### src/rtl/rpsg_pkg.sv
// Package for the rational phase sine generator.
// Holds the register index codes, divider request type, CORDIC constants and arctangent table.
// No dependencies.
`default_nettype none
package rpsg_pkg;

  typedef enum logic [1:0] {
    REG_PHASE_STEP   = 2'd0,
    REG_MODULUS      = 2'd1,
    REG_AMPLITUDE    = 2'd2,
    REG_PHASE_OFFSET = 2'd3
  } rpsg_reg_t;

  localparam int DIV_DW        = 64;
  localparam int DIV_CNT_W     = 7;
  localparam int CORDIC_STAGES = 30;
  localparam int CORDIC_IT_W   = 5;
  localparam int CORDIC_W      = 34;
  localparam int CORDIC_ZW     = 33;
  localparam logic signed [CORDIC_W-1:0] CORDIC_X0 = 34'sd652032874;

  typedef struct packed {
    logic                  start;
    logic [31:0]           rem_init;
    logic [DIV_DW-1:0]     dividend;
    logic [DIV_CNT_W-1:0]  steps;
  } rpsg_div_req_t;

  function automatic logic [29:0] rpsg_atan(input logic [CORDIC_IT_W-1:0] i);
    logic [29:0] a;
    case (i)
      5'd0:  a = 30'h20000000;
      5'd1:  a = 30'h12E4051E;
      5'd2:  a = 30'h09FB385B;
      5'd3:  a = 30'h051111D4;
      5'd4:  a = 30'h028B0D43;
      5'd5:  a = 30'h0145D7E1;
      5'd6:  a = 30'h00A2F61E;
      5'd7:  a = 30'h00517C55;
      5'd8:  a = 30'h0028BE53;
      5'd9:  a = 30'h00145F2F;
      5'd10: a = 30'h000A2F98;
      5'd11: a = 30'h000517CC;
      5'd12: a = 30'h00028BE6;
      5'd13: a = 30'h000145F3;
      5'd14: a = 30'h0000A2FA;
      5'd15: a = 30'h0000517D;
      5'd16: a = 30'h000028BE;
      5'd17: a = 30'h0000145F;
      5'd18: a = 30'h00000A30;
      5'd19: a = 30'h00000518;
      5'd20: a = 30'h0000028C;
      5'd21: a = 30'h00000146;
      5'd22: a = 30'h000000A3;
      5'd23: a = 30'h00000051;
      5'd24: a = 30'h00000029;
      5'd25: a = 30'h00000014;
      5'd26: a = 30'h0000000A;
      5'd27: a = 30'h00000005;
      5'd28: a = 30'h00000003;
      5'd29: a = 30'h00000001;
      default: a = 30'h0;
    endcase
    return a;
  endfunction

endpackage
`default_nettype wire

### src/rtl/rpsg_div.sv
// Shared restoring divider: one quotient bit per cycle against a 32-bit divisor.
// Depends on rpsg_pkg for the request type.
`default_nettype none
module rpsg_div
  import rpsg_pkg::*;
(
  input  wire logic          clk,
  input  wire logic          rst_n,
  input  wire rpsg_div_req_t req,
  input  wire logic [31:0]   divisor,
  output logic               done,
  output logic [31:0]        rem,
  output logic [31:0]        quo
);

  logic                 busy_r, busy_nxt;
  logic                 done_r, done_nxt;
  logic [DIV_CNT_W-1:0] cnt_r, cnt_nxt;
  logic [31:0]          rem_r, rem_nxt;
  logic [31:0]          quo_r, quo_nxt;
  logic [DIV_DW-1:0]    dvd_r, dvd_nxt;
  logic [32:0]          trial;
  logic [32:0]          diff;
  logic                 ge;

  assign trial = {rem_r, dvd_r[DIV_DW-1]};
  assign ge    = trial >= {1'b0, divisor};
  assign diff  = trial - {1'b0, divisor};

  always_comb begin
    busy_nxt = busy_r;
    done_nxt = 1'b0;
    cnt_nxt  = cnt_r;
    rem_nxt  = rem_r;
    quo_nxt  = quo_r;
    dvd_nxt  = dvd_r;
    if (req.start) begin
      busy_nxt = 1'b1;
      cnt_nxt  = req.steps;
      rem_nxt  = req.rem_init;
      quo_nxt  = '0;
      dvd_nxt  = req.dividend;
    end else if (busy_r) begin
      rem_nxt = ge ? diff[31:0] : trial[31:0];
      quo_nxt = {quo_r[30:0], ge};
      dvd_nxt = {dvd_r[DIV_DW-2:0], 1'b0};
      cnt_nxt = cnt_r - 1'b1;
      if (cnt_r == DIV_CNT_W'(1)) begin
        busy_nxt = 1'b0;
        done_nxt = 1'b1;
      end
    end
  end

  always_ff @(posedge clk) begin
    if (!rst_n) begin
      busy_r <= 1'b0;
      done_r <= 1'b0;
    end else begin
      busy_r <= busy_nxt;
      done_r <= done_nxt;
    end
    cnt_r <= cnt_nxt;
    rem_r <= rem_nxt;
    quo_r <= quo_nxt;
    dvd_r <= dvd_nxt;
  end

  assign done = done_r;
  assign rem  = rem_r;
  assign quo  = quo_r;

endmodule
`default_nettype wire

### src/rtl/rpsg_cordic.sv
// Iterative rotation-mode CORDIC: one micro-rotation per cycle.
// Depends on rpsg_pkg for widths, start vector and arctangent table.
`default_nettype none
module rpsg_cordic
  import rpsg_pkg::*;
(
  input  wire logic                        clk,
  input  wire logic                        rst_n,
  input  wire logic                        start,
  input  wire logic [29:0]                 z_init,
  output logic                             done,
  output logic signed [CORDIC_W-1:0]       x,
  output logic signed [CORDIC_W-1:0]       y
);

  logic                          busy_r, busy_nxt;
  logic                          done_r, done_nxt;
  logic [CORDIC_IT_W-1:0]        it_r, it_nxt;
  logic signed [CORDIC_W-1:0]    x_r, x_nxt, y_r, y_nxt;
  logic signed [CORDIC_ZW-1:0]   z_r, z_nxt;
  logic signed [CORDIC_W-1:0]    dx, dy;
  logic signed [CORDIC_ZW-1:0]   da;

  assign dx = y_r >>> it_r;
  assign dy = x_r >>> it_r;
  assign da = signed'({3'b000, rpsg_atan(it_r)});

  always_comb begin
    busy_nxt = busy_r;
    done_nxt = 1'b0;
    it_nxt   = it_r;
    x_nxt    = x_r;
    y_nxt    = y_r;
    z_nxt    = z_r;
    if (start) begin
      busy_nxt = 1'b1;
      it_nxt   = '0;
      x_nxt    = CORDIC_X0;
      y_nxt    = '0;
      z_nxt    = signed'({3'b000, z_init});
    end else if (busy_r) begin
      if (!z_r[CORDIC_ZW-1]) begin
        x_nxt = x_r - dx;
        y_nxt = y_r + dy;
        z_nxt = z_r - da;
      end else begin
        x_nxt = x_r + dx;
        y_nxt = y_r - dy;
        z_nxt = z_r + da;
      end
      it_nxt = it_r + 1'b1;
      if (it_r == CORDIC_IT_W'(CORDIC_STAGES - 1)) begin
        busy_nxt = 1'b0;
        done_nxt = 1'b1;
      end
    end
  end

  always_ff @(posedge clk) begin
    if (!rst_n) begin
      busy_r <= 1'b0;
      done_r <= 1'b0;
    end else begin
      busy_r <= busy_nxt;
      done_r <= done_nxt;
    end
    it_r <= it_nxt;
    x_r  <= x_nxt;
    y_r  <= y_nxt;
    z_r  <= z_nxt;
  end

  assign done = done_r;
  assign x    = x_r;
  assign y    = y_r;

endmodule
`default_nettype wire

### src/rtl/rational_phase_sine_generator.sv
// Rational phase sine generator: top level with sequencer, phase state and output scaling.
// Instantiates rpsg_div and rpsg_cordic; depends on rpsg_pkg.
//
// Each word on the in_ channel (in_tdata bit 0 = restart) yields one word on the out_
// channel holding amplitude * sin(2*pi*(acc/modulus + phase_offset/65536)),
// saturated. The accumulator then advances by phase_step modulo modulus.
// A word is handled in turn by a single bit-serial divider, which reduces the
// accumulator, forms the turn fraction and wraps the next phase, then by a 30-step
// CORDIC that forms the sine, then by the amplitude multiply and the output stage;
// no new word is taken until the last one has been written to the output register.
// in_tready is high only while the sequencer is idle. A finished result waits in
// the output register; while out_tready is low the next word may still be
// accepted and computed, and the block holds before delivering it until the
// output register is free. Reset clears the accumulator, loads the register
// defaults (phase_step 1, modulus 8, amplitude 1390, phase_offset 0) and empties
// the output. Configuration writes are taken at any time and must only occur
// while the block is idle.
`default_nettype none
module rational_phase_sine_generator
  import rpsg_pkg::*;
#(
  parameter int ACC_WIDTH    = 32,
  parameter int SAMPLE_WIDTH = 16,
  parameter int PHASE_BITS   = 16
) (
  input  wire logic                                  clk,
  input  wire logic                                  rst_n,
  input  wire logic                                  in_tvalid,
  output logic                                       in_tready,
  input  wire logic [7:0]                            in_tdata,   // [0] restart
  output logic                                       out_tvalid,
  input  wire logic                                  out_tready,
  output logic [((SAMPLE_WIDTH + 7) / 8) * 8 - 1:0]  out_tdata,  // sample
  input  wire logic                                  cfg_we,
  input  wire logic [1:0]                            cfg_addr,
  input  wire logic [31:0]                           cfg_wdata
);

  localparam int OUT_W  = ((SAMPLE_WIDTH + 7) / 8) * 8;
  localparam int SH     = 46 - SAMPLE_WIDTH;
  localparam int S_W    = CORDIC_W + 1;
  localparam int PROD_W = S_W + 16;
  localparam logic signed [PROD_W-1:0] RND = PROD_W'(1) <<< (SH - 1);
  localparam logic signed [PROD_W-1:0] LIM = (PROD_W'(1) <<< (SAMPLE_WIDTH - 1)) - 1;

  typedef enum logic [2:0] {
    S_IDLE, S_RED, S_TURN, S_WRAP, S_ROT, S_MUL, S_OUT
  } state_t;

  state_t                     state_r, state_nxt;
  logic [31:0]                phase_step_r, modulus_r;
  logic [14:0]                amplitude_r;
  logic [15:0]                phase_offset_r;
  logic [ACC_WIDTH-1:0]       phase_acc_r, phase_acc_nxt;
  logic [31:0]                acc_r, acc_nxt;
  logic [31:0]                theta_r, theta_nxt;
  logic signed [PROD_W-1:0]   prod_r, prod_nxt;
  logic                       out_valid_r, out_valid_nxt;
  logic [SAMPLE_WIDTH-1:0]    sample_r, sample_nxt;

  rpsg_div_req_t              div_req;
  logic                       div_done;
  logic [31:0]                div_rem, div_quo, divisor;
  logic                       cor_start, cor_done;
  logic signed [CORDIC_W-1:0] cor_x, cor_y;
  logic signed [S_W-1:0]      sine;
  logic signed [PROD_W-1:0]   smp;
  logic [32:0]                wrap_sum;
  logic [31:0]                turn32;
  logic                       accept;

  assign divisor   = (modulus_r == 32'd0) ? 32'd1 : modulus_r;
  assign accept    = in_tvalid && in_tready;
  assign in_tready = (state_r == S_IDLE);
  assign wrap_sum  = {1'b0, acc_r} + {1'b0, phase_step_r};
  assign turn32    = 32'(div_quo[PHASE_BITS-1:0]) << (32 - PHASE_BITS);

  always_comb begin
    case (theta_r[31:30])
      2'd0:    sine = S_W'(cor_y);
      2'd1:    sine = S_W'(cor_x);
      2'd2:    sine = -S_W'(cor_y);
      default: sine = -S_W'(cor_x);
    endcase
  end

  assign smp = prod_r >>> SH;

  rpsg_div u_div (
    .clk     (clk),
    .rst_n   (rst_n),
    .req     (div_req),
    .divisor (divisor),
    .done    (div_done),
    .rem     (div_rem),
    .quo     (div_quo)
  );

  rpsg_cordic u_cordic (
    .clk    (clk),
    .rst_n  (rst_n),
    .start  (cor_start),
    .z_init (theta_r[29:0]),
    .done   (cor_done),
    .x      (cor_x),
    .y      (cor_y)
  );

  always_comb begin
    state_nxt     = state_r;
    phase_acc_nxt = phase_acc_r;
    acc_nxt       = acc_r;
    theta_nxt     = theta_r;
    prod_nxt      = prod_r;
    out_valid_nxt = out_valid_r && !out_tready;
    sample_nxt    = sample_r;
    div_req       = '0;
    cor_start     = 1'b0;
    case (state_r)
      S_IDLE: begin
        if (accept) begin
          div_req.start    = 1'b1;
          div_req.dividend = 64'(in_tdata[0] ? '0 : phase_acc_r) << (DIV_DW - ACC_WIDTH);
          div_req.steps    = DIV_CNT_W'(ACC_WIDTH);
          state_nxt        = S_RED;
        end
      end
      S_RED: begin
        if (div_done) begin
          acc_nxt          = div_rem;
          div_req.start    = 1'b1;
          div_req.rem_init = div_rem;
          div_req.steps    = DIV_CNT_W'(PHASE_BITS);
          state_nxt        = S_TURN;
        end
      end
      S_TURN: begin
        if (div_done) begin
          theta_nxt        = turn32 + {phase_offset_r, 16'h0000};
          div_req.start    = 1'b1;
          div_req.dividend = {wrap_sum, 31'h0};
          div_req.steps    = DIV_CNT_W'(33);
          state_nxt        = S_WRAP;
        end
      end
      S_WRAP: begin
        if (div_done) begin
          phase_acc_nxt = ACC_WIDTH'(div_rem);
          cor_start     = 1'b1;
          state_nxt     = S_ROT;
        end
      end
      S_ROT: begin
        if (cor_done) begin
          state_nxt = S_MUL;
        end
      end
      S_MUL: begin
        prod_nxt  = signed'({1'b0, amplitude_r}) * sine + RND;
        state_nxt = S_OUT;
      end
      S_OUT: begin
        if (!out_valid_r || out_tready) begin
          if (smp > LIM) begin
            sample_nxt = SAMPLE_WIDTH'(LIM);
          end else if (smp < -LIM) begin
            sample_nxt = SAMPLE_WIDTH'(-LIM);
          end else begin
            sample_nxt = SAMPLE_WIDTH'(smp);
          end
          out_valid_nxt = 1'b1;
          state_nxt     = S_IDLE;
        end
      end
      default: state_nxt = S_IDLE;
    endcase
  end

  always_ff @(posedge clk) begin
    if (!rst_n) begin
      state_r        <= S_IDLE;
      phase_acc_r    <= '0;
      out_valid_r    <= 1'b0;
      phase_step_r   <= 32'd1;
      modulus_r      <= 32'd8;
      amplitude_r    <= 15'd1390;
      phase_offset_r <= 16'd0;
    end else begin
      state_r     <= state_nxt;
      phase_acc_r <= phase_acc_nxt;
      out_valid_r <= out_valid_nxt;
      if (cfg_we) begin
        case (rpsg_reg_t'(cfg_addr))
          REG_PHASE_STEP:   phase_step_r   <= cfg_wdata;
          REG_MODULUS:      modulus_r      <= cfg_wdata;
          REG_AMPLITUDE:    amplitude_r    <= cfg_wdata[14:0];
          REG_PHASE_OFFSET: phase_offset_r <= cfg_wdata[15:0];
          default: ;
        endcase
      end
    end
    acc_r    <= acc_nxt;
    theta_r  <= theta_nxt;
    prod_r   <= prod_nxt;
    sample_r <= sample_nxt;
  end

  assign out_tvalid = out_valid_r;
  assign out_tdata  = OUT_W'(sample_r);

endmodule
`default_nettype wire
### config.mk
export PLATFORM = sky130hd
export DESIGN_NAME = rational_phase_sine_generator
export DESIGN_NICKNAME = d
export VERILOG_FILES = /design/src/rtl/rpsg_pkg.sv /design/src/rtl/rpsg_div.sv /design/src/rtl/rpsg_cordic.sv /design/src/rtl/rational_phase_sine_generator.sv
export SDC_FILE = /design/constraint.sdc
export NUM_CORES = 2
export LEC_CHECK = 0
export ABC_AREA = 1
export BUFFER_PORTS_ARGS = -buffer_cell sky130_fd_sc_hd__buf_2
export CAP_MARGIN = 15
export CORE_ASPECT_RATIO = 2
export CORE_MARGIN = 3
export CORE_UTILIZATION = 45
export DETAILED_ROUTE_END_ITERATION = 8
export GPL_TIMING_DRIVEN = 0
export HOLD_SLACK_MARGIN = 0.03
export PLACE_DENSITY_LB_ADDON = 0.2
export SYNTH_ARGS = -nofsm -noshare
export SYNTH_HDL_FRONTEND = slang
export SYNTH_SLANG_ARGS = --single-unit
### constraint.sdc
create_clock -name clk -period 12.3 [get_ports clk]
set_input_delay 0.615 -clock clk [delete_from_list [all_inputs] [get_ports clk]]
set_output_delay 0.615 -clock clk [all_outputs]
set_load 0.02 [all_outputs]
### Word-level counts from Yosys, hierarchy flattened

Memories as Yosys holds them, arrays and structs flattened. A register that Yosys moved wholly into a read port is not among the register bits.
Index checks and enable logic that the tools add are counted.

* register bits after elaboration: 491
* bits in latches: 0
* RAM bits: 0
* ROM bits: 960
* output and inout port bits: 18
* word-level logic and storage cells: 139
* memories kept: 1

Memory list
* (name not given): depth 32, bits a word 30, read ports 1, clocked after Yosys merged registers in 1, write ports 0, RTL line rpsg_pkg.sv:31 `case (i)`

* add/sub/neg operators: 14
* multiply operators: 1
* div/mod/pow operators: 0
* magnitude comparators: 3
* equality and inequality tests: 20
* shift operators: 2
* muxes and demuxes: 46
* bitwise operators: 3
* reduce and logical (&&, ||, !) cells: 24

Operators with widths (count)
* two-way mux 32 bit: 6
* two-way mux 71 bit: 2
* two-way mux 64 bit: 2
* one-hot mux 64 bit (2 select lines): 1
* one-hot mux 35 bit (3 select lines): 1
* negator 34 -> 35 bit: 2
* adder 34 bit: 2
* two-way mux 34 bit: 2
* >>> shifter 34 x 5 -> 34 bit: 2
* subtractor 34 bit: 2
* two-way mux 33 bit: 2
* two-way mux 30 bit: 2
* adder 51 x 31 -> 51 bit, second input constant: 1
* multiplier 16 x 35 -> 51 bit: 1
* adder 32 x 32 -> 33 bit: 1
* adder 33 x 31 -> 33 bit: 1
* >= comparator 33 x 32 -> 1 bit: 1
* subtractor 33 x 31 -> 33 bit: 1
* adder 32 bit: 1
* zero test 32 bit: 1
* subtractor 32 bit: 1
* > comparator 21 x 16 -> 1 bit, second input constant: 1
* < comparator 21 x 16 -> 1 bit, second input constant: 1
* one-hot mux 3 bit (7 select lines): 1
* other kinds (30): 75

### Depth between registers and ports, before layout

* word-level depth: 6
* depth in mapped cells: 41

### By module

A second synthesis with hierarchy kept.

* cells, all modules: 8322
* area, all modules: 57674.1 um^2

By module, submodules not included
* rational_phase_sine_generator: instances 1, cells each 4361, area an instance 32565.0 um^2
* rpsg_cordic: instances 1, cells each 2745, area an instance 16404.5 um^2
* rpsg_div: instances 1, cells each 1216, area an instance 8704.6 um^2

### Worst setup path before layout

No wires, ideal clock.

* kind: reg-to-reg
* start: register u_cordic.x_r[1] (netlist: u_cordic.x[1])
* end: register prod_r[43] (data pin)
* arrival: 6999 ps
* path slack: 5036 ps
* cell stages (with the launch flop): 34
* buffers on the path: 0
* clock period less this slack: 7264 ps
* path through: dfxtp_1 -> nor4_2 -> nand2_1 -> nor2_2 -> nand4_2 -> nor2_2 -> nand3_2 -> nor2_4 -> nand3_4 -> nor2_4 -> xor2_1 -> nand2_2 -> nand2_1 -> nor2_1 -> fa_1 -> inv_1 -> fa_1 -> fa_1 -> inv_1 -> fa_1 -> fa_1 -> inv_1 -> fa_1 -> inv_1 -> ha_1 -> a21oi_1 -> inv_1 -> a31oi_1 -> inv_1 -> a21oi_1 -> o21ai_0 -> a2111oi_0 -> o21ai_0 -> xor2_1

* longest elaborated chain between the ends: 4

RTL lines
* start, declared: RTL line rpsg_cordic.sv:19 `logic signed [CORDIC_W-1:0] x_r, x_nxt, y_r, y_nxt;`
* start signal, assigned: RTL line rpsg_cordic.sv:68 `x_r <= x_nxt;`
* negator 34 -> 35 bit: RTL line rational_phase_sine_generator.sv:83 `default: sine = -S_W'(cor_x);`
* one-hot mux 35 bit (3 select lines) (*): RTL line rational_phase_sine_generator.sv:79 `case (theta_r[31:30])`
* multiplier 16 x 35 -> 51 bit (*): RTL line rational_phase_sine_generator.sv:159 `prod_nxt = signed'({1'b0, amplitude_r}) * sine + RND;`
* adder 51 x 31 -> 51 bit (*): RTL line rational_phase_sine_generator.sv:159
* end signal, assigned: RTL line rational_phase_sine_generator.sv:204 `prod_r <= prod_nxt;`
* end, declared: RTL line rational_phase_sine_generator.sv:57 `logic signed [PROD_W-1:0] prod_r, prod_nxt;`

Mark *: on every way between the ends. The rest lies on a longest branch, timed or not.
A chain may end at the register's enable or synchronous reset.

### Worst setup path after layout

* start: register theta_r[31]
* end: register prod_r[43] (data pin)

* longest elaborated chain between the ends: 4
* elaborated cells on any way between the ends: 6
* classes of those cells: 1 x add/sub; 1 x mul; 2 x eq/ne; 1 x mux; 1 x reduce/logical

RTL lines
* start, declared: RTL line rational_phase_sine_generator.sv:56 `logic [31:0] theta_r, theta_nxt;`
* start signal, assigned: RTL line rational_phase_sine_generator.sv:203 `theta_r <= theta_nxt;`
* equality test 2 bit, or another cell as far along: RTL line rational_phase_sine_generator.sv:79
* one-hot mux 35 bit (3 select lines) (*): RTL line rational_phase_sine_generator.sv:79
* multiplier 16 x 35 -> 51 bit (*): RTL line rational_phase_sine_generator.sv:159
* adder 51 x 31 -> 51 bit (*): RTL line rational_phase_sine_generator.sv:159

Marked as above.

==> flow_summary.ini <==
[global_route]
grt_pass1_vias = 53990
grt_pass1_wl_um = 340500
grtUsageTotal_pct = 38.74
grt_remaining_overflow = 0
grt_max_degree = 42
antenna_found_initial = 14

[power]
net-switching-power_w = 0.006812
internal_power_w = 0.005754
leakage_nw = 26.71
seqPwrFrac_pct = 17.9
power_density_nw_per_um2 = 223.5
switching_share_pct = 54.21
p_clk_share_pct = 11.2
irDropWorstVdd_mv = 0.5965
comb_power_share_pct = 70.9

[timing]
finalMaxSlewViolations = 11
min_period_over_period_pct = 93.37
setup_ws_ns = 0.8154
fin_tns_setup_ns = 0
finClkSkew_ns = 0.05259
finalHoldViolations = 0
setup_viol = 0
fin_crit_ns = 11.48
tightestPinTransition_ns = 1.654
relSlewSlack_pct = -10.25
fmax_mhz = 87.07
grt_setup_unrepaired = no

[status]
violations = max-capacitance violations, max-slew violations
status = complete, but fails checks

[clocking]
clock-root-buffer = clkbuf_16
cts_setup_buffers = 0
clk_latency_ns = 0.65
numCtsBuffers = 43
ctsHoldBuffers = 0
cts_tree = yes
cts_buffer_depth = 3
cts.clk_slew.worst_paths_ns = 0.07
clock-sinks = 444
htreeDepth = 2
cts_resized = 0

[synth]
syn_avg_cell_area_um2 = 7.263
synthesis.nets = 8089
netlist_area_um2 = 52290
yosys-top-cells-area = fa_1 (19%), edfxtp_1 (11%), dfxtp_1 (9.8%)
synth_edf_count = 187
ys_ff_latch = 444
synth.most_common_cell = nand2_1
yosysSeqAreaShare_pct = 20.58
ys_async_sr_fraction_pct = 0
ys.flop_type = dfxtp_1
netlist_instances = 7200
yosys.area.top_type = fa_1
synth_top_area_share_pct = 19.06
synth_common_cells = nand2_1 (1,364), inv_1 (1,176), nor2_1 (790)
synth.distinct_cells = 73
synth_warnings = 0

[placement]
gp_congestion = 1.082
hpwl_um = 186000
portBuffers = 56
placed_cell_area_um2 = 54660
dp_slack_ns = 1.765

[die]
die_x_um = 247.1
io_pins = 65
start_util_pct = 45.41
core_area_um2 = 115200
dieArea_um2 = 120600
fp.dieH_um = 488.1
rows = 176

[route]
dr.first_iter.drc_count = 3971
route.detailed.drc = 0
vias = 51630
wl_um = 230800
via_per_inst = 5.817
antenna_left = 0
wl_per_cell_um = 26.01
firstDrtPassIters = 8

[finish]
multi_input_area_um2 = 35960
fillers = 11750
finalInstanceArea_um2 = 56210
syn2layout_area_growth_pct = 7.491
nets = 8204
fin_util_pct = 48.81
drive_gt1_share_pct = 4.626
ff_latch_area_um2 = 10760

[worst_setup_path]
worstSetupPathType = flop to flop
required_ns = 12.69
arrival_ns = 11.88
crit_path_end_kind = flop
crit_fanout = 10
r2r_setup_slack_ns = 0.82
startpoint_type = flop

[run]
maxCapViolations = 1

[worst_hold_path]
hold_class = input port to flop
## area by class of cell
cell class	count	share of cell area, %
multi-input combinational	5299	63.97
sequential	444	19.14
inverter	1212	8.109
tap	1513	3.368
clock buffer	61	2.308
buffer	245	1.870
timing repair buffer	70	0.9104
clock inverter	18	0.2627
antenna	13	0.05787
## logic make-up (layout without fill, tap and decap cells)
group | Yosys count | count (layout) | share of synthesized area, %
AND/OR/NAND/NOR | 2990 | 2990 | 24.38
flip-flops | 444 | 444 | 20.58
other | 0 | 13 | 0
XOR/XNOR | 213 | 213 | 3.582
AO/OA/AOI/OAI | 1254 | 1254 | 13.46
buffers and inverters | 1457 | 1606 | 10.71
adder cells (fa/ha/maj) | 842 | 842 | 27.30
## flip-flops by register name, indices dropped and copies added, names as in the netlist, 3 cells and up
signal          cells
phase_step_r       32
phase_offset_r     16
u_div.rem          32
amplitude_r        15
u_cordic.z_r       33
acc_r              32
u_div.quo          16
u_div.dvd_r        33
prod_r             21
u_cordic.da        30
u_div.cnt_r         7
u_cordic.x         34
u_cordic.y         34
modulus_r          32
theta_r            16
state_r             3
out_tdata          16
u_cordic.it_r       5
phase_acc_r        32
## final timing paths
kind | start | end | cells past startpoint
hold reg to reg | phase_offset_r[14] | phase_offset_r[14] | 2
setup reg to reg | theta_r[31] | prod_r[43] | 27
hold / removal | cfg_wdata[27] | phase_step_r[27] | 3
setup / recovery | theta_r[31] | prod_r[43] | 27
## per-layer routing
| layer | track usage, % | up-vias | part of all wire [%] |
|---|---|---|---|
| met5 | 0 | - | 0.030 |
| met4 | 40.34 | 8 | 13 |
| met3 | 9.313 | 1208 | 6.9 |
| met2 | 67.38 | 2340 | 50 |
| met1 | 35.41 | 24540 | 30 |
| li1 | - | 23530 | - |
## critical path: stages, from the launching register on
cell and delay (ns):
edfxtp_1 0.76, clkbuf_1 0.72, inv_1 0.46, nor2_1 0.98, inv_1 0.58, clkbuf_1 0.52, o31ai_1 0.41, nand2_1 0.44
inv_1 0.53, nand2_1 0.15, fa_1 0.56, inv_1 0.06, fa_1 0.53, fa_1 0.45, fa_1 0.55, fa_1 0.56
inv_1 0.06, fa_1 0.54, inv_1 0.06, ha_1 0.35, a21oi_1 0.14, inv_1 0.09, a31oi_1 0.25, a21boi_0 0.36
o21ai_0 0.15, a2111oi_0 0.42, o21ai_0 0.21, xor2_1 0.33
## power groups by stage
stage | logic [W] | registers, W | clock network (W)
floorplan | 0.00583 | 0.00218 | 0
global placement | 0.00867 | 0.00229 | 0
detailed placement | 0.00870 | 0.00227 | 0
CTS | 0.00879 | 0.00224 | 0.00142
global route | 0.00979 | 0.00227 | 0.00147
finish | 0.00891 | 0.00225 | 0.00140
## cell usage in the layout (no fill, tap or decap), types with 27 or more instances in the layout
| cell | n |
|---|---|
| a21oi_1 | 494 |
| a31oi_1 | 55 |
| buf_1 | 27 |
| buf_2 | 92 |
| clkbuf_1 | 170 |
| clkbuf_16 | 46 |
| dfxtp_1 | 257 |
| edfxtp_1 | 187 |
| fa_1 | 498 |
| ha_1 | 344 |
| inv_1 | 1176 |
| nand2_1 | 1364 |
| nand3_1 | 580 |
| nand4_1 | 50 |
| nor2_1 | 786 |
| nor3_1 | 64 |
| o211ai_1 | 44 |
| o21a_1 | 28 |
| o21ai_0 | 429 |
| o21ai_1 | 37 |
| o22ai_1 | 27 |
| or2_2 | 28 |
| xnor2_1 | 87 |
| xor2_1 | 125 |
## per-stage QoR
stage               power, W  cells  hold WS, ns
detailed placement   0.01097   8779       0.4490
finish               0.01257   8875       0.2634
floorplan           0.008010   7200       0.4280
CTS                  0.01245   8858       0.2449
global route         0.01352   8869       0.2737
global placement     0.01096   8769       0.4445
(Power assumes the default switching activity.)
